<file path="src/des_block_cipher_defines.svh">
// ----------------------------------------------------------------------------
// DES block cipher assertion macros
// Shared property macros for the concurrent checks of the cipher pipeline.
// ----------------------------------------------------------------------------
`ifndef DES_BLOCK_CIPHER_DEFINES_SVH
`define DES_BLOCK_CIPHER_DEFINES_SVH

// Implication checked on every rising clock edge outside reset.
`define DES_ASSERT_IMP(label, clk, rst_n, ante, cons, msg) \
    label: assert property (@(posedge clk) disable iff (!rst_n) (ante) |-> (cons)) \
        else $error(msg);

// Next-cycle implication checked outside reset.
`define DES_ASSERT_NEXT(label, clk, rst_n, ante, cons, msg) \
    label: assert property (@(posedge clk) disable iff (!rst_n) (ante) |=> (cons)) \
        else $error(msg);

`endif

</file>
<file path="src/des_pkg.sv">
// ----------------------------------------------------------------------------
// DES package
// Tables, permutations and the round function of the DES cipher.
// ----------------------------------------------------------------------------
package des_pkg;

    localparam int BLOCK_W  = 64;
    localparam int KEY_W    = 64;
    localparam int SUBKEY_W = 48;
    localparam int HALF_W   = 32;
    localparam int CD_W     = 56;
    localparam int ROUNDS   = 16;
    localparam int ADDR_W   = 4;

    localparam logic [ADDR_W-1:0] REG_KEY  = 4'd0;
    localparam logic [ADDR_W-1:0] REG_MODE = 4'd8;

    typedef logic [BLOCK_W-1:0]  t_block;
    typedef logic [SUBKEY_W-1:0] t_subkey;
    typedef logic [HALF_W-1:0]   t_half;
    typedef logic [CD_W-1:0]     t_cd;

    typedef struct packed {
        logic   valid;
        t_half  l;
        t_half  r;
    } t_stage;

    typedef logic [7:0] t_tab64 [64];
    typedef logic [7:0] t_tab56 [56];
    typedef logic [7:0] t_tab48 [48];
    typedef logic [7:0] t_tab32 [32];
    typedef logic [3:0] t_sbox  [8][64];

    localparam t_tab64 TAB_IP = '{
        58,50,42,34,26,18,10,2, 60,52,44,36,28,20,12,4,
        62,54,46,38,30,22,14,6, 64,56,48,40,32,24,16,8,
        57,49,41,33,25,17,9,1, 59,51,43,35,27,19,11,3,
        61,53,45,37,29,21,13,5, 63,55,47,39,31,23,15,7};
    localparam t_tab64 TAB_FP = '{
        40,8,48,16,56,24,64,32, 39,7,47,15,55,23,63,31,
        38,6,46,14,54,22,62,30, 37,5,45,13,53,21,61,29,
        36,4,44,12,52,20,60,28, 35,3,43,11,51,19,59,27,
        34,2,42,10,50,18,58,26, 33,1,41,9,49,17,57,25};
    localparam t_tab48 TAB_E = '{
        32,1,2,3,4,5, 4,5,6,7,8,9, 8,9,10,11,12,13, 12,13,14,15,16,17,
        16,17,18,19,20,21, 20,21,22,23,24,25, 24,25,26,27,28,29,
        28,29,30,31,32,1};
    localparam t_tab32 TAB_P = '{
        16,7,20,21,29,12,28,17, 1,15,23,26,5,18,31,10,
        2,8,24,14,32,27,3,9, 19,13,30,6,22,11,4,25};
    localparam t_tab56 TAB_PC1 = '{
        57,49,41,33,25,17,9, 1,58,50,42,34,26,18, 10,2,59,51,43,35,27,
        19,11,3,60,52,44,36, 63,55,47,39,31,23,15, 7,62,54,46,38,30,22,
        14,6,61,53,45,37,29, 21,13,5,28,20,12,4};
    localparam t_tab48 TAB_PC2 = '{
        14,17,11,24,1,5, 3,28,15,6,21,10, 23,19,12,4,26,8, 16,7,27,20,13,2,
        41,52,31,37,47,55, 30,40,51,45,33,48, 44,49,39,56,34,53,
        46,42,50,36,29,32};
    localparam logic [1:0] TAB_ROT [16] = '{1,1,2,2,2,2,2,2,1,2,2,2,2,2,2,1};

    localparam t_sbox TAB_S = '{
        '{14,4,13,1,2,15,11,8,3,10,6,12,5,9,0,7, 0,15,7,4,14,2,13,1,10,6,12,11,9,5,3,8,
          4,1,14,8,13,6,2,11,15,12,9,7,3,10,5,0, 15,12,8,2,4,9,1,7,5,11,3,14,10,0,6,13},
        '{15,1,8,14,6,11,3,4,9,7,2,13,12,0,5,10, 3,13,4,7,15,2,8,14,12,0,1,10,6,9,11,5,
          0,14,7,11,10,4,13,1,5,8,12,6,9,3,2,15, 13,8,10,1,3,15,4,2,11,6,7,12,0,5,14,9},
        '{10,0,9,14,6,3,15,5,1,13,12,7,11,4,2,8, 13,7,0,9,3,4,6,10,2,8,5,14,12,11,15,1,
          13,6,4,9,8,15,3,0,11,1,2,12,5,10,14,7, 1,10,13,0,6,9,8,7,4,15,14,3,11,5,2,12},
        '{7,13,14,3,0,6,9,10,1,2,8,5,11,12,4,15, 13,8,11,5,6,15,0,3,4,7,2,12,1,10,14,9,
          10,6,9,0,12,11,7,13,15,1,3,14,5,2,8,4, 3,15,0,6,10,1,13,8,9,4,5,11,12,7,2,14},
        '{2,12,4,1,7,10,11,6,8,5,3,15,13,0,14,9, 14,11,2,12,4,7,13,1,5,0,15,10,3,9,8,6,
          4,2,1,11,10,13,7,8,15,9,12,5,6,3,0,14, 11,8,12,7,1,14,2,13,6,15,0,9,10,4,5,3},
        '{12,1,10,15,9,2,6,8,0,13,3,4,14,7,5,11, 10,15,4,2,7,12,9,5,6,1,13,14,0,11,3,8,
          9,14,15,5,2,8,12,3,7,0,4,10,1,13,11,6, 4,3,2,12,9,5,15,10,11,14,1,7,6,0,8,13},
        '{4,11,2,14,15,0,8,13,3,12,9,7,5,10,6,1, 13,0,11,7,4,9,1,10,14,3,5,12,2,15,8,6,
          1,4,11,13,12,3,7,14,10,15,6,8,0,5,9,2, 6,11,13,8,1,4,10,7,9,5,0,15,14,2,3,12},
        '{13,2,8,4,6,15,11,1,10,9,3,14,5,0,12,7, 1,15,13,8,10,3,7,4,12,5,6,11,0,14,9,2,
          7,11,4,1,9,12,14,2,0,6,10,13,15,3,5,8, 2,1,14,7,4,10,8,13,15,12,9,0,3,5,6,11}};

    function automatic t_block perm_ip(input t_block src);
        t_block r;
        for (int i = 0; i < 64; i++) r[63-i] = src[64 - int'(TAB_IP[i])];
        return r;
    endfunction

    function automatic t_block perm_fp(input t_block src);
        t_block r;
        for (int i = 0; i < 64; i++) r[63-i] = src[64 - int'(TAB_FP[i])];
        return r;
    endfunction

    function automatic t_cd perm_pc1(input t_block src);
        t_cd r;
        for (int i = 0; i < 56; i++) r[55-i] = src[64 - int'(TAB_PC1[i])];
        return r;
    endfunction

    function automatic t_subkey perm_pc2(input t_cd src);
        t_subkey r;
        for (int i = 0; i < 48; i++) r[47-i] = src[56 - int'(TAB_PC2[i])];
        return r;
    endfunction

    function automatic logic [27:0] rot28(input logic [27:0] v, input logic [1:0] s);
        return (s == 2'd1) ? {v[26:0], v[27]} : {v[25:0], v[27:26]};
    endfunction

    function automatic t_half feistel(input t_half r, input t_subkey k);
        t_subkey x;
        t_half   f;
        t_half   p;
        logic [5:0] b;
        for (int i = 0; i < 48; i++) x[47-i] = r[32 - int'(TAB_E[i])];
        x = x ^ k;
        for (int j = 0; j < 8; j++) begin
            b = x[47-6*j -: 6];
            f[31-4*j -: 4] = TAB_S[j][{b[5], b[0], b[4:1]}];
        end
        for (int i = 0; i < 32; i++) p[31-i] = f[32 - int'(TAB_P[i])];
        return p;
    endfunction

endpackage

</file>
<file path="src/des_keysched.sv">
// ----------------------------------------------------------------------------
// DES key schedule
// Registers the sixteen round subkeys, ordered for the selected direction.
// ----------------------------------------------------------------------------
module des_keysched (
    input  logic                 i_clk,
    input  logic [63:0]          i_key,
    input  logic                 i_decrypt,
    output des_pkg::t_subkey     o_subkey [16]
);
    import des_pkg::*;

    t_subkey r_subkey [16];
    t_subkey n_subkey [16];
    t_subkey w_sub    [16];
    logic [27:0] w_c;
    logic [27:0] w_d;
    t_cd         w_cd;

    always_comb begin
        w_cd = perm_pc1(i_key);
        w_c  = w_cd[55:28];
        w_d  = w_cd[27:0];
        for (int i = 0; i < 16; i++) begin
            w_c = rot28(w_c, TAB_ROT[i]);
            w_d = rot28(w_d, TAB_ROT[i]);
            w_sub[i] = perm_pc2({w_c, w_d});
        end
        for (int i = 0; i < 16; i++) begin
            n_subkey[i] = i_decrypt ? w_sub[15-i] : w_sub[i];
        end
    end

    always_ff @(posedge i_clk) begin
        r_subkey <= n_subkey;
    end

    assign o_subkey = r_subkey;
endmodule

</file>
<file path="config.mk">
export PLATFORM = sky130hd
export DESIGN_NAME = des_keysched
export DESIGN_NICKNAME = d
export VERILOG_FILES = /design/src/des_block_cipher_defines.svh /design/src/des_pkg.sv /design/src/des_keysched.sv
export SDC_FILE = /design/constraint.sdc
export NUM_CORES = 1
export LEC_CHECK = 0
export BUFFER_PORTS_ARGS = -buffer_cell sky130_fd_sc_hd__buf_2
export CORE_AREA = 2 2 321 323
export CTS_BUF_LIST = sky130_fd_sc_hd__clkbuf_2
export DETAILED_ROUTE_END_ITERATION = 10
export DIE_AREA = 0 0 323 325
export PLACE_DENSITY = 0.52
export RECOVER_POWER = 100
export SLEW_MARGIN = 20
export SYNTH_ARGS = -nofsm -noshare
export SYNTH_HDL_FRONTEND = slang
export SYNTH_SLANG_ARGS = --single-unit
</file>
<file path="constraint.sdc">
create_clock -name i_clk -period 1.5 [get_ports i_clk]
set_input_delay 0.075 -clock i_clk [delete_from_list [all_inputs] [get_ports i_clk]]
set_output_delay 0.075 -clock i_clk [all_outputs]
set_load 0.1 [all_outputs]
</file>
Yosys cells after proc, flatten, opt, wreduce, memory -nomap -nowiden:

Cells that the tools add are included.

* add/subtract/negate cells: 0
* $mul: 0
* div/mod/pow operators: 0
* order comparisons: 0
* eq/ne operators: 0
* shifts and indexed selects: 0
* mux-type cells: 16
* bitwise operators: 0
* reduce and logical (&&, ||, !) cells: 0

Operators by type and width (count)
* 48-bit 2-to-1 mux: 16

* flip-flop bits (word level): 768
* bits in latches: 0
* memory bits (writable): 0
* bits in read-only memories: 0
* memories kept: 0

Longest topological paths before layout:

Gate-level depths: netlist of the first run.

* word-level depth: 1
* gate-level depth with buffers: 5
* mapped depth without buffers: 1

Worst setup path after synthesis of the first run:

Ideal clock, no wire load.

* path type: reg-to-output
* from: reg r_subkey, in the netlist o_subkey[384]
* to: out o_subkey[384] (netlist bit)
* arrival: 1.356 ns
* data required time: 1.425 ns
* path slack: 0.069 ns
* stages on the path, launching flop included: 2
* buffers on the path: 1
* cell sequence: dfxtp_1 > buf_4

RTL lines
* from (decl): line des_keysched.sv:13 `t_subkey r_subkey [16];`
* from (signal assigned): line des_keysched.sv:35 `r_subkey <= n_subkey;`
* to (decl): line des_keysched.sv:9 `output des_pkg::t_subkey o_subkey [16]`

No word-level cell between the ends.

==> impl_metrics.tcl, run 1 <==
set metrics [dict create \
    arrival_ps 3440 \
    layout_min_cycle_time_ps 2260 \
    final_max_slew_viol_count 0 \
    cts.sink_count 688 \
    violations "setup timing" \
    post-route-period-util 1.50 \
    critPathMaxFanout 26 \
    synth-seq-area-share 0.557 \
    cts_tree "yes" \
    num_rows 117 \
    status "finished, violations left" \
    hpwl_mm 56.1 \
    synthDistinctLibCells 7 \
    boundaryPins 834 \
    cts-root-buf "clkbuf_2" \
    grt_max_degree 32 \
    antenna_found_initial 3 \
    mostFrequentLayoutCell "buf_12" \
    dp_worst_setup_slack_ps 184 \
    utilization 0.457 \
    min_to "o_subkey[498]" \
    vias_per_cell 4.24 \
    grt-ovfl-total 0 \
    first_pass_iters 5 \
    wl_per_cell_um 25.5 \
    setup_violations 1456 \
    worstPathRequired_ps 2680 \
    fillers 8368 \
    portBuffers 825 \
    largest_reg_flops 688 \
    max_freq_mhz 443 \
    htree_levels 4 \
    final-seq-area_mm2 0.0148 \
    slew-limit-headroom 0.240 \
    avgSynthCellArea_um2 15.0 \
    worstSetupEndpointType "register" \
    holdPathStages 5 \
    syn-instance-count 1649 \
    ir_drop_mv 0.795 \
    drc 0 \
    synth-seq-cells 688 \
    gp_congestion 0.711 \
    drive_gt1_frac 0.937 \
    fp.dieArea_mm2 0.105 \
    dr.first_iter.drc_count 884 \
    vias 17600 \
    grt_use_total 0.196 \
    detail-route-antenna-nets 0 \
    leakage_nw 20.4 \
    final_nets 2725 \
    synth_area_mm2 0.0247 \
    cts_made_buffers 177 \
    path_class "in -> reg" \
    crit_path_start_kind "primary input" \
    totalWireLength_mm 106 \
    clock_path_buffers 3 \
    grt_pass1_vias 19600 \
    min_from "i_key[11]" \
    core_mm2 0.101 \
    area_delta_synth_final_pct 87.3 \
    final_cell_mix "buf_12, dfxtp_2, mux2_4" \
    die-height_um 325 \
    grt_pass1_wl_mm 149 \
    hold_class "in -> reg" \
    hold_viol 0 \
    start_util 0.244 \
    fp.dieW_um 323 \
    setup_ws_ps -757 \
    maxCapViolCount 0 \
    setup_tns_ps -651360 \
    syn_nets 1715 \
    clk_pin_slew_ps 120 \
    powerDensity_mw_per_mm2 1260 \
    multiInputGateArea_mm2 0.00924 \
    worst_pin_slew_ps 1140 \
    synth_warnings 0 \
    rsz0062_at_grt "true" \
]
synthesized netlist by cell type:
cell,count,area (µm²)
buf_2,30,150
buf_4,82,616
dfxtp_1,688,13800
buf_6,45,507
clkbuf_1,116,435
mux2_4,400,6010
mux2_2,288,3240
logic make-up (layout without fill, tap and decap cells):
family	count (synthesis)	in the layout	share of synthesized area
other	0	2	0
multiplexers	688	688	0.374
buffers and inverters	273	1401	0.0691
flip-flops	688	688	0.557
metal layers:
metal  global-route usage  up-vias  wire length (µm)
li1                     -     7604                 -
met1                0.210     8840             39200
met2                0.345      902             53500
met3               0.0727      218              9300
met4               0.0832        2              3830
met5                    0        -                13
worst max-delay path by stage:
stage	slack [ps]	endpoint	start	depth (start not counted)
2_1_floorplan	70	o_subkey[384]	o_subkey[384]	1
3_3_place_gp	190	o_subkey[95]	i_decrypt	4
3_5_place_dp	180	o_subkey[719]	i_decrypt	4
4_1_cts	-910	o_subkey[745]	o_subkey[363]	1
5_1_grt	-850	o_subkey[356]	o_subkey[356]	2
6_report	-760	o_subkey[494]	i_decrypt	6
stage by stage:
| stage | instances | power (mW) | cell area (µm²) | hold WS [ps] |
|---|---|---|---|---|
| global placement | 3632 | 38.5 | 29600 | 430 |
| detailed placement | 3632 | 38.4 | 29600 | 431 |
| global route | 4146 | 60.3 | 46300 | 140 |
| CTS | 4145 | 58.4 | 46400 | 4.36 |
| finish | 4147 | 58.4 | 46300 | 371 |
| floorplan | 1649 | 35.7 | 24700 | 218 |
where the power goes:
part           internal (mW)  total (mW)  switching [mW]
Combinational           8.74        23.9            15.2
Clock                   4.85        13.0            8.13
Sequential              20.0        21.5            1.47
Total                   33.6        58.4            24.8
critical path, stage by stage:
cell and delay [ps]:
dlygate4sd3_1 530, dlygate4sd3_1 580, clkbuf_1 570, clkbuf_2 940, buf_12 300, mux2_2 370
area by class of cell:
type | count | area share
timing repair buffer | 1104 | 0.411
sequential | 688 | 0.320
multi-input combinational | 688 | 0.199
tap | 1368 | 0.0370
clock buffer | 265 | 0.0286
clock inverter | 32 | 0.00389
antenna | 2 | 0.000108
timing repair:
item / CTS / global route
endpoints found under the hold margin: 688 / 623
endpoints found under the setup margin: 768 / 786
pin swaps: 0 / 0
setup buffers: 13 / 0
hold buffers: 203 / 1
gates resized for setup: 3846 / 9
Note: power is estimated with default switching activity, not from simulation.
==> inputs of run 2 (changes only) <==
- ABC_AREA: default -> 1
- CAP_MARGIN: default -> 40
- CORE_AREA: 2 2 321 323 -> 2 2 324 326
- DIE_AREA: 0 0 323 325 -> 0 0 326 328
- PLACE_DENSITY: 0.52 -> 0.45
- clock period: 1.5 -> 1.95 ns (I/O delays scaled with it)
==> impl_metrics.tcl, run 2 <==
set metrics [dict create \
    status "finished, violations left" \
    violations "setup timing" \
    cts.sink_count 688 \
    final_max_slew_viol_count 0 \
    p_int_mw 24.5 \
    grt_max_degree 29 \
    setup_ws_ps -366 \
    maxCapViolCount 0 \
    worstPathRequired_ps 3320 \
    path_class "in -> reg" \
    final_cell_mix "nand2_1, buf_12, dfxtp_2" \
    hold_viol 0 \
    worstSetupEndpointType "register" \
    detail-route-antenna-nets 0 \
    final_nets 2798 \
    yosysTopAreaCell "dfxtp_1" \
    antenna_found_initial 11 \
    start_util 0.176 \
    portBuffers 825 \
    drive_gt1_frac 0.643 \
    avgSynthCellArea_um2 10.7 \
    fp.dieArea_mm2 0.107 \
    vias_per_cell 3.78 \
    powerDensity_mw_per_mm2 1110 \
    grt_use_total 0.170 \
    totalWireLength_mm 93.3 \
    min_to "o_subkey[55]" \
    slew-limit-headroom 0.128 \
    synthTopCellsByCount "nand2_1, dfxtp_1, buf_4" \
    leakage_nw 18.6 \
    hold-worst-slack_ps 244 \
    dr.first_iter.drc_count 814 \
    async_flop_share 0 \
    seqPwrFrac 0.384 \
    syn-instance-count 1693 \
    synth_area_leaders "dfxtp_1, nand2_1, buf_4" \
    clock_path_buffers 3 \
    hold_class "in -> reg" \
    core_mm2 0.103 \
    ir_drop_mv 0.579 \
    fillers 9469 \
    synth-seq-cells 688 \
    place_inst 3778 \
    holdPathStages 5 \
    synth_top_area_frac 0.758 \
    rsz0062_at_grt "true" \
    first_pass_iters 5 \
    power_frac_clock 0.232 \
    synthDistinctLibCells 8 \
    grt_pass1_vias 17400 \
    vias 16000 \
    cts-root-buf "clkbuf_2" \
    drc 0 \
    htree_levels 4 \
    critPathMaxFanout 21 \
    die-height_um 328 \
    utilization 0.377 \
    layout.cells.non_filler 4241 \
    setup_violations 776 \
    power_switching_mw 18.5 \
    area_delta_synth_final_pct 114 \
    post-route-period-util 1.19 \
    arrival_ps 3690 \
    clk_pin_slew_ps 110 \
    num_rows 118 \
    cts_made_buffers 173 \
    syn_nets 1759 \
    gp_congestion 0.766 \
    synth-seq-area-share 0.758 \
    crit_path_start_kind "primary input" \
    power.total_mw 43.0 \
    boundaryPins 834 \
    sw_frac_of_total 0.430 \
    largest_reg_flops 688 \
    wl_per_cell_um 22.0 \
    cts_tree "yes" \
    hpwl_mm 59.2 \
    grt-ovfl-total 0 \
    mostFrequentLayoutCell "nand2_1" \
    grt_pass1_wl_mm 130 \
    max_freq_mhz 432 \
    fp.dieW_um 326 \
    synth_warnings 0 \
    layout_min_cycle_time_ps 2320 \
    synth_edf_count 0 \
    worst_pin_slew_ps 1310 \
    synthMostInstantiatedCell "nand2_1" \
    synth-main-ff-cell "dfxtp_1" \
    synth_area_mm2 0.0182 \
    pwr-share-comb 0.384 \
    setup_tns_ps -68520 \
    min_from "i_key[57]" \
]
==> run 2: cell count changes in the layout (fill, tap and decap cells not counted), sizes merged <==
| cell | previous run | this run |
|---|---|---|
| buf | 940 | 856 |
| mux2 | 688 | 0 |
| clkbuf | 277 | 303 |
| nand2 | 0 | 800 |
| diode | 2 | 7 |
| bufinv | 1 | 3 |
| clkinvlp | 2 | 4 |
| clkinv | 21 | 39 |
| dlygate4sd3 | 152 | 153 |
==> run 2: layout make-up <==
cell class	count	area, µm²	area share
Antenna cell	7	17.5	0.000450
Clock buffer	244	1220	0.0314
Clock inverter	53	338	0.00869
Inverter	1	5.00	0.000129
Multi-Input combinational cell	800	3020	0.0775
Sequential cell	688	14900	0.382
Tap cell	1380	1730	0.0444
Timing Repair Buffer	1068	17700	0.456
==> run 2: worst max path at each step <==
stage	startpoint	end	slack [ps]	cells after the start
CTS	o_subkey[355]	o_subkey[355]	-410	1
global route	o_subkey[342]	o_subkey[342]	-430	2
global placement	i_decrypt	o_subkey[595]	380	5
detailed placement	i_decrypt	o_subkey[455]	360	5
finish	i_decrypt	o_subkey[343]	-370	7
floorplan	o_subkey[384]	o_subkey[384]	500	1
==> run 2: logic make-up after synthesis <==
logic type | Yosys count | synth area share
and+or+nand+nor | 800 | 0.168
buffers and inverters | 205 | 0.0741
DFF | 688 | 0.758
==> run 2: through the flow <==
| step | instance area (µm²) | setup slack (ps) |
|---|---|---|
| after global routing | 38900 | -427 |
| after floorplan | 18200 | 496 |
| final | 38900 | -366 |
| after detailed placement | 23400 | 361 |
| after CTS | 39100 | -407 |
| after global placement | 23400 | 383 |
==> run 2: what timing repair did <==
item,in CTS,in global routing
hold buffers,156,0
endpoints found under the setup margin,768,777
setup buffers,3,0
hold endpoints to repair,688,0
gates resized for setup,3847,5
==> run 2: power by group through the flow <==
stage          clock network [mW]  registers, mW  logic [mW]
2_1_floorplan                   0           24.1        1.97
3_3_place_gp                    0           15.8        12.2
3_5_place_dp                    0           15.8        12.3
4_1_cts                      10.2           16.5        16.5
5_1_grt                      11.1           16.6        16.8
6_report                     9.99           16.5        16.5
==> run 2: per-layer routing <==
layer,routed length [µm],global-route usage,vias to the layer above,share of wire
li1,-,-,7154,-
met1,37000,0.197,7882,0.40
met2,46400,0.286,809,0.50
met3,6690,0.0574,164,0.072
met4,3230,0.0719,2,0.035
met5,11,0,-,0.00012
==> run 2: worst max-delay path: stages <==
cell and delay (ps):
dlygate4sd3_1 540, buf_4 230, buf_12 150, clkbuf_1 950, nand2_1 850, nand2_1 240, dlygate4sd3_1 580
==> inputs of run 3 (changes only) <==
- CORE_AREA: 2 2 324 326 -> 2 2 325 327
- DIE_AREA: 0 0 326 328 -> 0 0 327 329
- PLACE_DENSITY: 0.45 -> 0.44
- SKIP_CTS_REPAIR_TIMING: default -> 1
- clock period: 1.95 -> 2.9 ns (I/O delays scaled with it)
==> impl_metrics.tcl, run 3 (synthesis gave the netlist of run 2 again) <==
set metrics [dict create \
    status "finished, final reports clean" \
    cts.sink_count 688 \
    boundaryPins 834 \
    clock_path_buffers 3 \
    dr.first_iter.drc_count 951 \
    worst_pin_slew_ps 1330 \
    num_rows 119 \
    sw_frac_of_total 0.460 \
    hold_class "in -> reg" \
    leakage_nw 14.5 \
    antenna_found_initial 9 \
    hpwl_mm 58.9 \
    drive_gt1_frac 0.405 \
    cpMostUsedCell "dlygate4sd3_1" \
    cpMaxStageDelayCell "dlygate4sd3_1" \
    area_delta_synth_final_pct 41.8 \
    final-seq-area_mm2 0.0138 \
    cts-root-buf "clkbuf_2" \
    portBuffers 825 \
    first_pass_iters 5 \
    htree_levels 4 \
    cts_made_buffers 178 \
    p_int_mw 13.7 \
    worstSetupEndpointType "register" \
    power_switching_mw 11.6 \
    multiInputGateArea_mm2 0.00302 \
    grt_use_total 0.141 \
    max_freq_mhz 355 \
    final_cell_mix "clkbuf_2, nand2_1, dfxtp_1" \
    grt_pass1_wl_mm 106 \
    start_util 0.174 \
    seqPwrFrac 0.413 \
    drc 0 \
    ir_drop_mv 0.375 \
    setup_violations 0 \
    gp_congestion 0.764 \
    layout_min_cycle_time_ps 2810 \
    cts_tree "yes" \
    rsz0062_at_grt "false" \
    arrival_ps 4060 \
    grt_pass1_vias 13700 \
    crit_buf_inv 8 \
    path_depth 10 \
    core_mm2 0.104 \
    fillers 11500 \
    fp.dieArea_mm2 0.108 \
    vias_per_cell 3.55 \
    cp_cell_sequence "dlygate4sd3_1 -> dlygate4sd3_1 -> buf_4 -> clkinvlp_2 -> clkbuf_2 -> nand2_1 -> dlygate4sd3_1 -> buf_4 -> nand2_1 -> dlygate4sd3_1" \
    grt-ovfl-total 0 \
    post-route-period-util 0.970 \
    crit_path_start_kind "primary input" \
    die-height_um 329 \
    detail-route-antenna-nets 0 \
    hold-worst-slack_ps 121 \
    setup_tns_ps 0 \
    mostFrequentLayoutCell "clkbuf_2" \
    maxCapViolCount 0 \
    power_frac_clock 0.261 \
    clk_pin_slew_ps 100 \
    hold_viol 0 \
    critPathMaxFanout 28 \
    path_class "in -> reg" \
    holdPathStages 4 \
    pwr-share-comb 0.326 \
    cp_top_family "buffers and inverters" \
    final_max_slew_viol_count 0 \
    worstPathRequired_ps 4150 \
    grt_max_degree 30 \
    wl_per_cell_um 19.5 \
    powerDensity_mw_per_mm2 981 \
    final_nets 2719 \
    totalWireLength_mm 81.0 \
    fp.dieW_um 327 \
    slew-limit-headroom 0.116 \
    largest_reg_flops 688 \
    vias 14800 \
    slowest_delay_ps 590 \
]
## run 3: cell count changes in the layout (fill, tap and decap cells not counted), sizes merged
cell / previous run / this run
clkinv: 39 / 27
buf: 856 / 72
inv: 8 / 6
clkbuf: 303 / 1028
dlygate4sd3: 153 / 136
clkinvlp: 4 / 3
## run 3: cell type report
cell class              count  area share
clock inverters            38      0.0104
diodes                      7    0.000679
well taps                1391      0.0675
multi-input cells         800       0.117
clock buffers             252      0.0489
flip-flops and latches    688       0.534
repair buffers            984       0.221
inverters                   1    0.000194
## run 3: metrics by stage
stage	util	std cells	setup slack (ps)	instance area [µm²]	power, mW
3_3_place_gp	0.219	3720	928	22800	18.8
2_1_floorplan	-	1693	1400	18200	17.5
5_1_grt	0.247	4159	93.1	25800	26.3
4_1_cts	0.235	4017	142	24500	25.5
6_report	0.247	4161	86.3	25800	25.3
3_5_place_dp	0.220	3727	915	22900	18.8
## run 3: power by group through the flow
stage               Combinational (mW)  Sequential (mW)  Clock [mW]
CTS                               8.19             10.4        6.88
detailed placement                8.18             10.6           0
global placement                  8.17             10.6           0
floorplan                         1.32             16.2           0
global route                      8.46             10.5        7.36
finish                            8.25             10.5        6.60
## run 3: final timing paths
| check | from | end | slack (ps) |
|---|---|---|---|
| setup / recovery | i_decrypt | o_subkey[346] | 90 |
| hold / removal | i_key[30] | o_subkey[614] | 120 |
## run 3: metal layers
metal,track usage,vias up,part of all wire
li1,-,6979,-
met1,0.176,7030,0.44
met2,0.227,660,0.47
met3,0.0491,92,0.070
met4,0.0504,6,0.018
met5,0,-,0.00047
