$ cat src/des_block_cipher_defines.svh
// ----------------------------------------------------------------------------
// DES block cipher assertion macros
// Shared property macros for the concurrent checks of the cipher pipeline.
// ----------------------------------------------------------------------------
`ifndef DES_BLOCK_CIPHER_DEFINES_SVH
`define DES_BLOCK_CIPHER_DEFINES_SVH

// Implication checked on every rising clock edge outside reset.
`define DES_ASSERT_IMP(label, clk, rst_n, ante, cons, msg) \
    label: assert property (@(posedge clk) disable iff (!rst_n) (ante) |-> (cons)) \
        else $error(msg);

// Next-cycle implication checked outside reset.
`define DES_ASSERT_NEXT(label, clk, rst_n, ante, cons, msg) \
    label: assert property (@(posedge clk) disable iff (!rst_n) (ante) |=> (cons)) \
        else $error(msg);

`endif

$ cat src/des_pkg.sv
// ----------------------------------------------------------------------------
// DES package
// Tables, permutations and the round function of the DES cipher.
// ----------------------------------------------------------------------------
package des_pkg;

    localparam int BLOCK_W  = 64;
    localparam int KEY_W    = 64;
    localparam int SUBKEY_W = 48;
    localparam int HALF_W   = 32;
    localparam int CD_W     = 56;
    localparam int ROUNDS   = 16;
    localparam int ADDR_W   = 4;

    localparam logic [ADDR_W-1:0] REG_KEY  = 4'd0;
    localparam logic [ADDR_W-1:0] REG_MODE = 4'd8;

    typedef logic [BLOCK_W-1:0]  t_block;
    typedef logic [SUBKEY_W-1:0] t_subkey;
    typedef logic [HALF_W-1:0]   t_half;
    typedef logic [CD_W-1:0]     t_cd;

    typedef struct packed {
        logic   valid;
        t_half  l;
        t_half  r;
    } t_stage;

    typedef logic [7:0] t_tab64 [64];
    typedef logic [7:0] t_tab56 [56];
    typedef logic [7:0] t_tab48 [48];
    typedef logic [7:0] t_tab32 [32];
    typedef logic [3:0] t_sbox  [8][64];

    localparam t_tab64 TAB_IP = '{
        58,50,42,34,26,18,10,2, 60,52,44,36,28,20,12,4,
        62,54,46,38,30,22,14,6, 64,56,48,40,32,24,16,8,
        57,49,41,33,25,17,9,1, 59,51,43,35,27,19,11,3,
        61,53,45,37,29,21,13,5, 63,55,47,39,31,23,15,7};
    localparam t_tab64 TAB_FP = '{
        40,8,48,16,56,24,64,32, 39,7,47,15,55,23,63,31,
        38,6,46,14,54,22,62,30, 37,5,45,13,53,21,61,29,
        36,4,44,12,52,20,60,28, 35,3,43,11,51,19,59,27,
        34,2,42,10,50,18,58,26, 33,1,41,9,49,17,57,25};
    localparam t_tab48 TAB_E = '{
        32,1,2,3,4,5, 4,5,6,7,8,9, 8,9,10,11,12,13, 12,13,14,15,16,17,
        16,17,18,19,20,21, 20,21,22,23,24,25, 24,25,26,27,28,29,
        28,29,30,31,32,1};
    localparam t_tab32 TAB_P = '{
        16,7,20,21,29,12,28,17, 1,15,23,26,5,18,31,10,
        2,8,24,14,32,27,3,9, 19,13,30,6,22,11,4,25};
    localparam t_tab56 TAB_PC1 = '{
        57,49,41,33,25,17,9, 1,58,50,42,34,26,18, 10,2,59,51,43,35,27,
        19,11,3,60,52,44,36, 63,55,47,39,31,23,15, 7,62,54,46,38,30,22,
        14,6,61,53,45,37,29, 21,13,5,28,20,12,4};
    localparam t_tab48 TAB_PC2 = '{
        14,17,11,24,1,5, 3,28,15,6,21,10, 23,19,12,4,26,8, 16,7,27,20,13,2,
        41,52,31,37,47,55, 30,40,51,45,33,48, 44,49,39,56,34,53,
        46,42,50,36,29,32};
    localparam logic [1:0] TAB_ROT [16] = '{1,1,2,2,2,2,2,2,1,2,2,2,2,2,2,1};

    localparam t_sbox TAB_S = '{
        '{14,4,13,1,2,15,11,8,3,10,6,12,5,9,0,7, 0,15,7,4,14,2,13,1,10,6,12,11,9,5,3,8,
          4,1,14,8,13,6,2,11,15,12,9,7,3,10,5,0, 15,12,8,2,4,9,1,7,5,11,3,14,10,0,6,13},
        '{15,1,8,14,6,11,3,4,9,7,2,13,12,0,5,10, 3,13,4,7,15,2,8,14,12,0,1,10,6,9,11,5,
          0,14,7,11,10,4,13,1,5,8,12,6,9,3,2,15, 13,8,10,1,3,15,4,2,11,6,7,12,0,5,14,9},
        '{10,0,9,14,6,3,15,5,1,13,12,7,11,4,2,8, 13,7,0,9,3,4,6,10,2,8,5,14,12,11,15,1,
          13,6,4,9,8,15,3,0,11,1,2,12,5,10,14,7, 1,10,13,0,6,9,8,7,4,15,14,3,11,5,2,12},
        '{7,13,14,3,0,6,9,10,1,2,8,5,11,12,4,15, 13,8,11,5,6,15,0,3,4,7,2,12,1,10,14,9,
          10,6,9,0,12,11,7,13,15,1,3,14,5,2,8,4, 3,15,0,6,10,1,13,8,9,4,5,11,12,7,2,14},
        '{2,12,4,1,7,10,11,6,8,5,3,15,13,0,14,9, 14,11,2,12,4,7,13,1,5,0,15,10,3,9,8,6,
          4,2,1,11,10,13,7,8,15,9,12,5,6,3,0,14, 11,8,12,7,1,14,2,13,6,15,0,9,10,4,5,3},
        '{12,1,10,15,9,2,6,8,0,13,3,4,14,7,5,11, 10,15,4,2,7,12,9,5,6,1,13,14,0,11,3,8,
          9,14,15,5,2,8,12,3,7,0,4,10,1,13,11,6, 4,3,2,12,9,5,15,10,11,14,1,7,6,0,8,13},
        '{4,11,2,14,15,0,8,13,3,12,9,7,5,10,6,1, 13,0,11,7,4,9,1,10,14,3,5,12,2,15,8,6,
          1,4,11,13,12,3,7,14,10,15,6,8,0,5,9,2, 6,11,13,8,1,4,10,7,9,5,0,15,14,2,3,12},
        '{13,2,8,4,6,15,11,1,10,9,3,14,5,0,12,7, 1,15,13,8,10,3,7,4,12,5,6,11,0,14,9,2,
          7,11,4,1,9,12,14,2,0,6,10,13,15,3,5,8, 2,1,14,7,4,10,8,13,15,12,9,0,3,5,6,11}};

    function automatic t_block perm_ip(input t_block src);
        t_block r;
        for (int i = 0; i < 64; i++) r[63-i] = src[64 - int'(TAB_IP[i])];
        return r;
    endfunction

    function automatic t_block perm_fp(input t_block src);
        t_block r;
        for (int i = 0; i < 64; i++) r[63-i] = src[64 - int'(TAB_FP[i])];
        return r;
    endfunction

    function automatic t_cd perm_pc1(input t_block src);
        t_cd r;
        for (int i = 0; i < 56; i++) r[55-i] = src[64 - int'(TAB_PC1[i])];
        return r;
    endfunction

    function automatic t_subkey perm_pc2(input t_cd src);
        t_subkey r;
        for (int i = 0; i < 48; i++) r[47-i] = src[56 - int'(TAB_PC2[i])];
        return r;
    endfunction

    function automatic logic [27:0] rot28(input logic [27:0] v, input logic [1:0] s);
        return (s == 2'd1) ? {v[26:0], v[27]} : {v[25:0], v[27:26]};
    endfunction

    function automatic t_half feistel(input t_half r, input t_subkey k);
        t_subkey x;
        t_half   f;
        t_half   p;
        logic [5:0] b;
        for (int i = 0; i < 48; i++) x[47-i] = r[32 - int'(TAB_E[i])];
        x = x ^ k;
        for (int j = 0; j < 8; j++) begin
            b = x[47-6*j -: 6];
            f[31-4*j -: 4] = TAB_S[j][{b[5], b[0], b[4:1]}];
        end
        for (int i = 0; i < 32; i++) p[31-i] = f[32 - int'(TAB_P[i])];
        return p;
    endfunction

endpackage

$ cat src/des_round.sv
// ----------------------------------------------------------------------------
// DES round stage
// One registered Feistel round with stall support.
// ----------------------------------------------------------------------------
module des_round (
    input  logic              i_clk,
    input  logic              i_rst_n,
    input  logic              i_en,
    input  des_pkg::t_stage   i_stage,
    input  des_pkg::t_subkey  i_subkey,
    output des_pkg::t_stage   o_stage
);
    import des_pkg::*;

    t_stage r_stage;

    always_ff @(posedge i_clk) begin
        if (!i_rst_n) begin
            r_stage.valid <= 1'b0;
        end else if (i_en) begin
            r_stage.valid <= i_stage.valid;
        end
        if (i_en) begin
            r_stage.l <= i_stage.r;
            r_stage.r <= i_stage.l ^ feistel(i_stage.r, i_subkey);
        end
    end

    assign o_stage = r_stage;
endmodule

$ cat config.mk
export PLATFORM = sky130hd
export DESIGN_NAME = des_round
export DESIGN_NICKNAME = d
export VERILOG_FILES = /design/src/des_block_cipher_defines.svh /design/src/des_pkg.sv /design/src/des_round.sv
export SDC_FILE = /design/constraint.sdc
export NUM_CORES = 1
export LEC_CHECK = 0
export CORE_MARGIN = 2
export CORE_UTILIZATION = 45
export CTS_CLUSTER_SIZE = 28
export DETAILED_ROUTE_END_ITERATION = 10
export DONT_BUFFER_PORTS = 1
export GPL_TIMING_DRIVEN = 0
export PLACE_DENSITY_LB_ADDON = 0.08
export SETUP_SLACK_MARGIN = 0.5
export SLEW_MARGIN = 20
export SYNTH_ARGS = -nofsm -noshare
export SYNTH_HDL_FRONTEND = slang
export SYNTH_SLANG_ARGS = --single-unit
$ cat constraint.sdc
create_clock -name i_clk -period 4 [get_ports i_clk]
set_input_delay 1 -clock i_clk [delete_from_list [all_inputs] [get_ports i_clk]]
set_output_delay 1 -clock i_clk [all_outputs]
set_load 0.1 [all_outputs]
# After elaboration in Yosys (flattened, before gate mapping)
# Memories as Yosys holds them, arrays and structs flattened.
# Index checks and enable logic that the tools add are counted.
# classes
n_div	0
n_mul	0
bitwise_logic	10
addsub	0
eq_ne	0
shifts	0
n_reduce_logical	0
magnitude_cmp	8
muxes	16
# ops
cell	n
2-to-1 mux 4 bit	16
>= comparator 7 bit (second input constant)	8
inverter 6 -> 7 bit	8
bitwise XOR 48 bit	1
bitwise XOR 32 bit	1
# totals
n_memories	8
mem_bits_ro	2048
ramBits	0
wordCells	45
latch_bits	0
inputBits	116
register_bits	65
output_inout_bits	65
# mem_list
name	depth	width	read_ports	rd_clocked_by_memory_dff	write_ports	line_no	rtl
(no name shown)	64	4	1	0	0	des_pkg.sv:117	f[31-4*j -: 4] = TAB_S[j][{b[5], b[0], b[4:1]}];
(no name shown)	64	4	1	0	0	des_pkg.sv:117	
(no name shown)	64	4	1	0	0	des_pkg.sv:117	
(no name shown)	64	4	1	0	0	des_pkg.sv:117	
(no name shown)	64	4	1	0	0	des_pkg.sv:117	
(no name shown)	64	4	1	0	0	des_pkg.sv:117	
+2 memories	--	--	--	--	--	--	

# Longest topological paths before layout
# Gate-level depths: netlist of run 1.
# logic_depth
depth_word	6
depth_mapped	10
ltp_nobuf	9

# Least setup slack after synthesis of run 1
# Ideal clock, no wire load.
# synth_path
path_kind	input port to flip-flop
startpoint	input port i_subkey[14]
endpoint	register r_stage, in the netlist o_stage[3] (data pin)
arrival_ps	3152
setup_ps	258
path_slack_ps	590
stages	6
path_cell_list	xor2_1 -> ha_1 -> clkdlybuf4s25_2 -> mux4_2 -> mux4_2 -> xnor2_1
# synth_via
elab_chain_len	6
# synth_lines
element	line_no	rtl
start, declared	des_round.sv:10	input des_pkg::t_subkey i_subkey,
bitwise XOR 48 bit	des_pkg.sv:114	x = x ^ k;
inverter 6 -> 7 bit (implied by the code)	des_pkg.sv:117	
memory (64 x 4 bit)	--	
2-to-1 mux 4 bit (implied by the code) (2 in series)	des_pkg.sv:117	
bitwise XOR 32 bit	des_round.sv:25	r_stage.r <= i_stage.l ^ feistel(i_stage.r, i_subkey);
end, declared	des_round.sv:15	t_stage r_stage;
# Every way passes these cells. The select of a mux whose other input is x is not followed.
# A chain may end at the register's enable or synchronous reset.

# Worst setup path after layout of run 1
# Same ends and word-level chain as after synthesis.

==> impl_metrics.py, run 1 <==
metrics = {
    "timing": {
        "maxSlewViolCount": 0,
        "rsz0062_at_grt": "false",
        "tightest_slew_ps": 1000,
        "fin_tns_setup_ps": 0,
        "hold_viol": 0,
        "setup_ws_ps": 658,
        "fin_crit_ps": 3340,
        "maxSlewHeadroom_pct": 33.1,
        "clock.fmax_mhz": 299,
        "period_share_pct": 83.6,
        "setup_viol": 0,
        "skew_ps": 0,
    },
    "logic_synthesis": {
        "muxShareOfSynthArea_pct": 12.9,
        "synth-compound-area-share_pct": 19.2,
        "synth_area_mm2": 0.00741,
        "yosysTopAreaCell": "edfxtp_1",
        "synth-simple-area-share_pct": 11.0,
        "ys_warn_count": 0,
        "synth-seq-cells": 65,
        "avgSynthCellArea_um2": 9.54,
        "seq_area_frac_synth_pct": 26.2,
        "synthFlopType": "edfxtp_1",
        "synthArstFlopShare_pct": 0,
        "synth.most_common_cell": "edfxtp_1",
        "synth_common_cells": "edfxtp_1 (64), ha_1 (62), xnor2_1 (61)",
        "synth_top_family_by_area": "compound AO/OA/AOI/OAI gates",
        "synth_edf_count": 64,
        "synth_top_area_share_pct": 25.9,
        "synth_cell_types": 61,
        "synthAdderAreaFrac_pct": 10.5,
        "synth_xor_area_share_pct": 16.1,
        "synthTopCellsByArea": "edfxtp_1 (26%), ha_1 (10%), mux4_2 (8.2%), xnor2_1 (7.2%), xor2_1 (6.3%)",
        "synth_nets": 955,
        "postSynthCellCount": 777,
    },
    "global_routing": {
        "first_global_vias": 5944,
        "antenna_found_initial": 0,
        "met2_usage_pct": 36.2,
        "grt_usage_pct": 21.4,
        "grt_overflow": 0,
        "top_usage_layer": "met2",
        "grt_first_pass_wirelength_um": 30900,
        "grt_max_degree": 66,
        "met1_usage_pct": 27.3,
        "use_met3_pct": 5.00,
    },
    "detailed_routing": {
        "viasPerCell": 6.26,
        "vias": 6321,
        "totalWireLength_um": 19200,
        "antenna_left": 0,
        "firstDrtPassIters": 6,
        "drcViolationCount": 0,
        "wl_per_cell_um": 19.0,
        "detail_route.iter0.violations": 560,
    },
    "die": {
        "start_util_pct": 46.3,
        "rows": 46,
        "fp.dieH_um": 132,
        "core_area_mm2": 0.0160,
        "die-area_mm2": 0.0175,
        "die_w_um": 132,
        "ioPinCount": 181,
    },
    "power_and_ir_drop": {
        "power.switching_mw": 1.78,
        "swShare_pct": 48.3,
        "pwr-share-seq_pct": 44.9,
        "share_comb_of_total_power_pct": 33.9,
        "p_int_mw": 1.91,
        "ir_worst_vdd_mv": 0.239,
        "power_density_mw_per_mm2": 463,
        "leakage_nw": 2.91,
        "clock_power_share_pct": 21.2,
        "power_mw": 3.69,
    },
    "setup_path": {
        "crit_required_ps": 4100,
        "worstSetupStartpointType": "primary input",
        "cpMaxStageDelayCell": "xor2_1",
        "critPathBufInv": 1,
        "crit_chain": "xor2_1 -> ha_1 -> clkdlybuf4s25_2 -> mux4_2 -> mux4_2 -> xnor2_1",
        "worst-setup-path-type": "primary input to register",
        "end_kind": "register",
        "cp_top_family": "multiplexers",
        "cpMostUsedCell": "mux4_2",
        "cp.arrival_ps": 3440,
        "max_stage_delay_ps": 610,
        "crit_fanout": 10,
    },
    "placed_design": {
        "gp_congestion": 0.893,
        "place_hpwl_um": 14100,
        "place_area_mm2": 0.00768,
        "preCtsSetupSlack_ps": 264,
        "portBuffers": 0,
    },
    "flow_run": {
        "cap_violations": 0,
    },
    "final_layout": {
        "n_antenna_cell": 0,
        "nets": 966,
        "utilization_pct": 49.8,
        "drive_above_1_share_pct": 8.45,
        "fin_area_mm2": 0.00797,
        "area_growth_pct": 7.53,
        "largest_reg_flops": 65,
    },
    "cts": {
        "cts-root-buf": "clkbuf_16",
        "numCtsBuffers": 9,
        "clk_latency_ps": 340,
        "path_clk_slew_ps": 60,
        "htreeDepth": 3,
        "cts_max_path_buffers": 2,
        "post-cts-setup-buffers": 0,
        "cts_tree": "built",
        "cts_sinks": 65,
    },
    "min_path": {
        "min_path_type": "primary input to register",
    },
    "outcome": {
        "status": "completed",
    },
}
## final timing paths
check / cells after the start / slack [ps] / start / endpoint
max: 6 / 660 / i_subkey[14] / o_stage[3]
min: 0 / 750 / i_stage[15] / o_stage[47]
max reg2reg: 2 / 2640 / o_stage[64] / o_stage[64]
min reg2reg: 2 / 1070 / o_stage[64] / o_stage[64]
## cells by family (layout without fill, tap and decap cells)
family	count (synthesis)	in the layout
simple gates	187	187
compound gates	205	205
flops	65	65
xor+xnor	124	124
fa+ha+maj	62	62
buf+inv	74	90
mux	60	60
## power groups by stage
stage	registers, mW	clock network (mW)	logic, mW
3_3_place_gp	1.67	0	1.20
4_1_cts	1.66	0.802	1.23
2_1_floorplan	1.65	0	0.992
6_report	1.66	0.784	1.25
5_1_grt	1.66	0.833	1.38
3_5_place_dp	1.67	0	1.22
## cell usage in the layout (no fill, tap or decap), types with 29 or more instances in the layout
master,instances
inv_1,33
nor2_1,58
edfxtp_1,64
xor2_1,52
a21oi_1,35
ha_1,62
xnor2_1,61
clkbuf_1,29
o211ai_1,31
mux2i_1,30
nand2_1,55
nand3_1,30
o21ai_0,34
## what timing repair did
item,4_1_cts,5_1_grt
resized for setup,0,2
hold buffers,0,0
endpoints found under the hold margin,0,0
endpoints found under the setup margin,0,2
## cell type report
cell class | instances | area [um^2]
fill | 1515 | 8030
multi-input combinational | 638 | 5170
sequential | 65 | 1940
tap | 216 | 270
clock buffer | 12 | 236
buffer | 36 | 156
inverter | 38 | 145
clock inverter | 4 | 43.8
## per-stage QoR
step	hold WS [ps]	instances
CTS	736	1009
finish	746	1009
floorplan	981	777
detailed placement	1090	993
global route	727	1009
global placement	1040	993
## per-layer routing
layer  up-vias  wire (um)
met4         0        320
met1      2986       7910
met3        29       1560
li1       2957          -
met2       349       9370
met5         -          0
No activity file was read; power rests on OpenSTA's default activity.
==> run 2, diff against run 1 <==
==> constraint.sdc (replaced) <==
create_clock -name i_clk -period 2.85 [get_ports i_clk]
set_input_delay 0.7125 -clock i_clk [delete_from_list [all_inputs] [get_ports i_clk]]
set_output_delay 0.7125 -clock i_clk [all_outputs]
set_load 0.1 [all_outputs]
==> impl_metrics.py, run 2 (synthesis results as in run 1) <==
metrics = {
    "final_layout": {
        "drive_above_1_share_pct": 21.4,
        "n_antenna_cell": 0,
        "area_growth_pct": 19.1,
        "largest_reg_flops": 65,
        "nets": 990,
        "layout_common_cells": "edfxtp_1 (64), nor2_1 (55), nand2_1 (54)",
        "regArea_mm2": 0.00194,
        "final_common_cell": "edfxtp_1",
        "multi_input_area_mm2": 0.00575,
        "fillers": 1462,
    },
    "timing": {
        "fin_crit_ps": 2360,
        "setup_viol": 0,
        "skew_ps": 0,
        "hold_viol": 0,
        "rsz0062_at_grt": "true",
        "clock.fmax_mhz": 424,
        "period_share_pct": 82.8,
        "maxSlewHeadroom_pct": 35.5,
        "tightest_slew_ps": 966,
        "fin_hold_ws_ps": 470,
        "maxSlewViolCount": 0,
    },
    "die": {
        "ioPinCount": 181,
        "die_w_um": 132,
        "core_area_mm2": 0.0160,
        "start_util_pct": 46.3,
        "fp.dieH_um": 132,
        "rows": 46,
        "die-area_mm2": 0.0175,
    },
    "setup_path": {
        "worstSetupStartpointType": "primary input",
        "worst-setup-path-type": "primary input to register",
        "cp.arrival_ps": 2440,
        "crit_fanout": 9,
        "crit_required_ps": 2930,
        "end_kind": "register",
    },
    "global_routing": {
        "grt_usage_pct": 21.5,
        "grt_max_degree": 66,
        "grt_overflow": 0,
        "grt_first_pass_wirelength_um": 31200,
        "antenna_found_initial": 0,
        "first_global_vias": 6102,
    },
    "power_and_ir_drop": {
        "power_mw": 5.36,
        "ir_worst_vdd_mv": 0.324,
        "power_density_mw_per_mm2": 607,
        "leakage_nw": 3.20,
    },
    "cts": {
        "path_clk_slew_ps": 60,
        "cts_tree": "built",
        "clk_latency_ps": 330,
        "cts_max_path_buffers": 2,
        "htreeDepth": 3,
        "cts_sinks": 65,
        "numCtsBuffers": 9,
        "cts-root-buf": "clkbuf_16",
    },
    "placed_design": {
        "place_hpwl_um": 14000,
        "portBuffers": 0,
        "gp_congestion": 0.912,
    },
    "detailed_routing": {
        "drcViolationCount": 0,
        "vias": 6443,
        "totalWireLength_um": 19500,
        "wl_per_cell_um": 18.9,
        "detail_route.iter0.violations": 420,
        "viasPerCell": 6.24,
        "antenna_left": 0,
        "firstDrtPassIters": 5,
    },
    "flow_run": {
        "cap_violations": 0,
    },
    "outcome": {
        "status": "completed",
    },
    "min_path": {
        "min_path_type": "primary input to register",
    },
}
run 2: changes by cell type in the layout (fill, tap and decap cells not counted), moves of 11 or more:
cell and delta:
xor2_1 -14, xor2_4 +11, buf_4 +22, ha_1 -15
inv_1 -13, xnor2_2 +11, xnor2_1 -14, clkbuf_1 -14
ha_4 +11
run 2: metrics by stage:
| stage | TNS (ps) | instances | util [%] | cell area (um^2) | worst slack, ps |
|---|---|---|---|---|---|
| 2_1_floorplan | 0 | 777 | - | 7940 | 140 |
| 3_3_place_gp | 0 | 993 | 51.3 | 8210 | 14.4 |
| 3_5_place_dp | -21.5 | 993 | 51.3 | 8210 | -21.5 |
| 4_1_cts | 0 | 1012 | 53.4 | 8540 | 398 |
| 5_1_grt | 0 | 1033 | 55.2 | 8830 | 430 |
| 6_report | 0 | 1033 | 55.2 | 8830 | 490 |
run 2: metal layers:
layer  up-vias  track usage, %  part of all wire (%)  wire (um)
li1       2999               -                     -          -
met1      3102            27.2                    41       7970
met2       313            36.8                    50       9720
met3        29            4.42                   7.5       1460
met4         0            6.93                   1.7        329
met5         -               0                     0          0
run 2: cell type report:
class	instances	area share (%)
plain buffers	36	2.62
clock buffers	16	3.19
inverters	38	1.94
multi-input cells	639	65.2
flip-flops and latches	65	22.0
well taps	216	3.06
repair buffers	23	2.00
run 2: power by group:
| part | total [mW] | switching (mW) | internal (mW) |
|---|---|---|---|
| combinational | 1.98 | 1.07 | 0.909 |
| sequential | 2.32 | 1.07 | 1.26 |
| clock | 1.06 | 0.400 | 0.662 |
run 2: worst paths after layout:
check / startpoint / end / slack [ps] / cells after the start
setup / recovery: i_stage[9] / o_stage[3] / 490 / 6
hold reg to reg: o_stage[64] / o_stage[64] / 1010 / 2
hold / removal: i_stage[22] / o_stage[54] / 470 / 0
setup reg to reg: o_stage[64] / o_stage[64] / 1540 / 2
run 2: timing repair:
action | CTS | global route
setup endpoints to repair | 8 | 25
hold buffers | 0 | 0
pin swaps | 2 | 8
gates cloned | 0 | 1
gates resized for setup | 3 | 34
setup buffers | 3 | 20
run 2: worst max-delay path: stages:
cell and delay [ps]:
xor2_4 220, ha_1 280, buf_6 150, mux4_2 460, mux4_2 490, xnor2_1 130
==> run 3, diff against run 2 <==
==> constraint.sdc (replaced) <==
create_clock -name i_clk -period 2.2 [get_ports i_clk]
set_input_delay 0.55 -clock i_clk [delete_from_list [all_inputs] [get_ports i_clk]]
set_output_delay 0.55 -clock i_clk [all_outputs]
set_load 0.1 [all_outputs]
==> impl_metrics.py, run 3 (synthesis results as in run 1) <==
metrics = {
    "outcome": {
        "status": "completed",
    },
    "power_and_ir_drop": {
        "clock_power_share_pct": 18.4,
        "power_density_mw_per_mm2": 743,
        "leakage_nw": 3.68,
        "share_comb_of_total_power_pct": 42.4,
        "swShare_pct": 46.8,
        "p_int_mw": 4.09,
        "ir_worst_vdd_mv": 0.512,
        "power.switching_mw": 3.60,
        "pwr-share-seq_pct": 39.1,
        "power_mw": 7.69,
    },
    "setup_path": {
        "cpMostUsedCell": "mux4_2",
        "cp.arrival_ps": 2190,
        "crit_chain": "xor2_4 -> buf_6 -> ha_1 -> mux4_2 -> mux4_2 -> xnor2_1",
        "cpMaxStageDelayCell": "mux4_2",
        "crit_fanout": 4,
        "worstSetupStartpointType": "primary input",
        "worst-setup-path-type": "primary input to register",
        "crit_required_ps": 2290,
        "end_kind": "register",
        "max_stage_delay_ps": 490,
    },
    "final_layout": {
        "nets": 1047,
        "regArea_mm2": 0.00194,
        "drive_above_1_share_pct": 40.4,
        "multi_input_area_mm2": 0.00665,
        "fillers": 1269,
        "largest_reg_flops": 65,
        "layout_common_cells": "buf_4 (65), edfxtp_1 (64), nand2_1 (51)",
        "final_common_cell": "buf_4",
        "area_growth_pct": 39.6,
        "n_antenna_cell": 0,
    },
    "timing": {
        "rsz0062_at_grt": "true",
        "clock.fmax_mhz": 476,
        "setup_ws_ps": 98.4,
        "fin_crit_ps": 2100,
        "skew_ps": 0,
        "tightest_slew_ps": 1030,
        "maxSlewViolCount": 0,
        "fin_tns_setup_ps": 0,
        "hold_viol": 0,
        "maxSlewHeadroom_pct": 31.0,
        "fin_hold_ws_ps": 300,
        "setup_viol": 0,
        "period_share_pct": 95.5,
    },
    "placed_design": {
        "preCtsSetupSlack_ps": -479,
        "place_hpwl_um": 14100,
        "portBuffers": 0,
        "gp_congestion": 0.889,
    },
    "die": {
        "start_util_pct": 46.3,
        "ioPinCount": 181,
        "rows": 46,
        "die-area_mm2": 0.0175,
        "core_area_mm2": 0.0160,
        "fp.dieH_um": 132,
        "die_w_um": 132,
    },
    "detailed_routing": {
        "wl_met2_um": 11300,
        "firstDrtPassIters": 5,
        "drcViolationCount": 0,
        "wl_met3_um": 1430,
        "wl_met1_um": 8410,
        "antenna_left": 0,
        "vias": 6847,
        "viasPerCell": 6.28,
        "detail_route.iter0.violations": 492,
        "top_layer": "met4",
        "wl_per_cell_um": 19.9,
        "totalWireLength_um": 21700,
    },
    "cts": {
        "clk_latency_ps": 340,
        "path_clk_slew_ps": 60,
        "cts_tree": "built",
        "htreeDepth": 3,
        "cts-root-buf": "clkbuf_16",
        "hold_buffers": 0,
        "numCtsBuffers": 9,
        "cts_sinks": 65,
        "cts_max_path_buffers": 2,
    },
    "global_routing": {
        "grt_first_pass_wirelength_um": 33500,
        "grt_max_degree": 66,
        "grt_usage_pct": 23.1,
        "first_global_vias": 6741,
        "antenna_found_initial": 0,
        "grt_overflow": 0,
    },
    "flow_run": {
        "cap_violations": 0,
    },
    "min_path": {
        "min_path_type": "primary input to register",
    },
}
==> run 3: changes by cell type in the layout (fill, tap and decap cells not counted), moves of 9 or more <==
cell,change
xnor2_4,+11
buf_6,+14
a21oi_2,+11
nor3_1,-9
clkbuf_1,-13
nor2_1,-10
buf_4,+41
ha_1,-21
a21oi_1,-11
ha_4,+14
==> run 3: stage by stage <==
| stage | utilization [%] | std cells | area [um^2] |
|---|---|---|---|
| 2_1_floorplan | - | 777 | 8030 |
| 3_3_place_gp | 51.9 | 993 | 8300 |
| 3_5_place_dp | 51.9 | 993 | 8300 |
| 4_1_cts | 60.2 | 1064 | 9630 |
| 5_1_grt | 64.7 | 1090 | 10300 |
| 6_report | 64.7 | 1090 | 10300 |
==> run 3: layer usage <==
layer	global-route usage, %	vias up
met5	0	-
met4	7.65	0
met3	5.19	47
met2	40.6	318
met1	28.0	3355
li1	-	3127
==> run 3: power by group through the flow <==
stage | Combinational (mW) | Sequential (mW) | Clock (mW)
floorplan | 2.01 | 3.01 | 0
global placement | 2.38 | 3.04 | 0
detailed placement | 2.45 | 3.04 | 0
CTS | 2.86 | 3.02 | 1.46
global route | 3.51 | 3.03 | 1.51
finish | 3.26 | 3.01 | 1.42
==> run 3: timing repair <==
action	in CTS	in global routing
gates resized for setup	128	105
setup endpoints to repair	97	96
pin swaps	60	60
gates cloned	1	0
setup buffers	54	26
==> run 3: critical path, delay by kind of cell <==
kind	cells	cell delay, ps
adders and majority gates	1	210
xor gates and xnor gates	2	310
buffers and inverters	1	150
muxes	2	960
==> run 3: cell type report <==
cell class / count / area share, %
Clock inverter: 7 / 0.593
Buffer: 36 / 2.73
Timing Repair Buffer: 81 / 6.80
Multi-Input combinational cell: 638 / 64.3
Inverter: 38 / 1.98
Sequential cell: 65 / 18.8
Tap cell: 216 / 2.61
Clock buffer: 9 / 2.18
==> run 3: final timing paths <==
kind / from / to / slack [ps] / depth (start not counted)
worst min-delay path: i_stage[21] / o_stage[53] / 300 / 0
worst max register to register: o_stage[64] / o_stage[64] / 1200 / 2
worst max-delay path: i_subkey[13] / o_stage[3] / 100 / 6
worst min register to register: o_stage[64] / o_stage[64] / 790 / 2
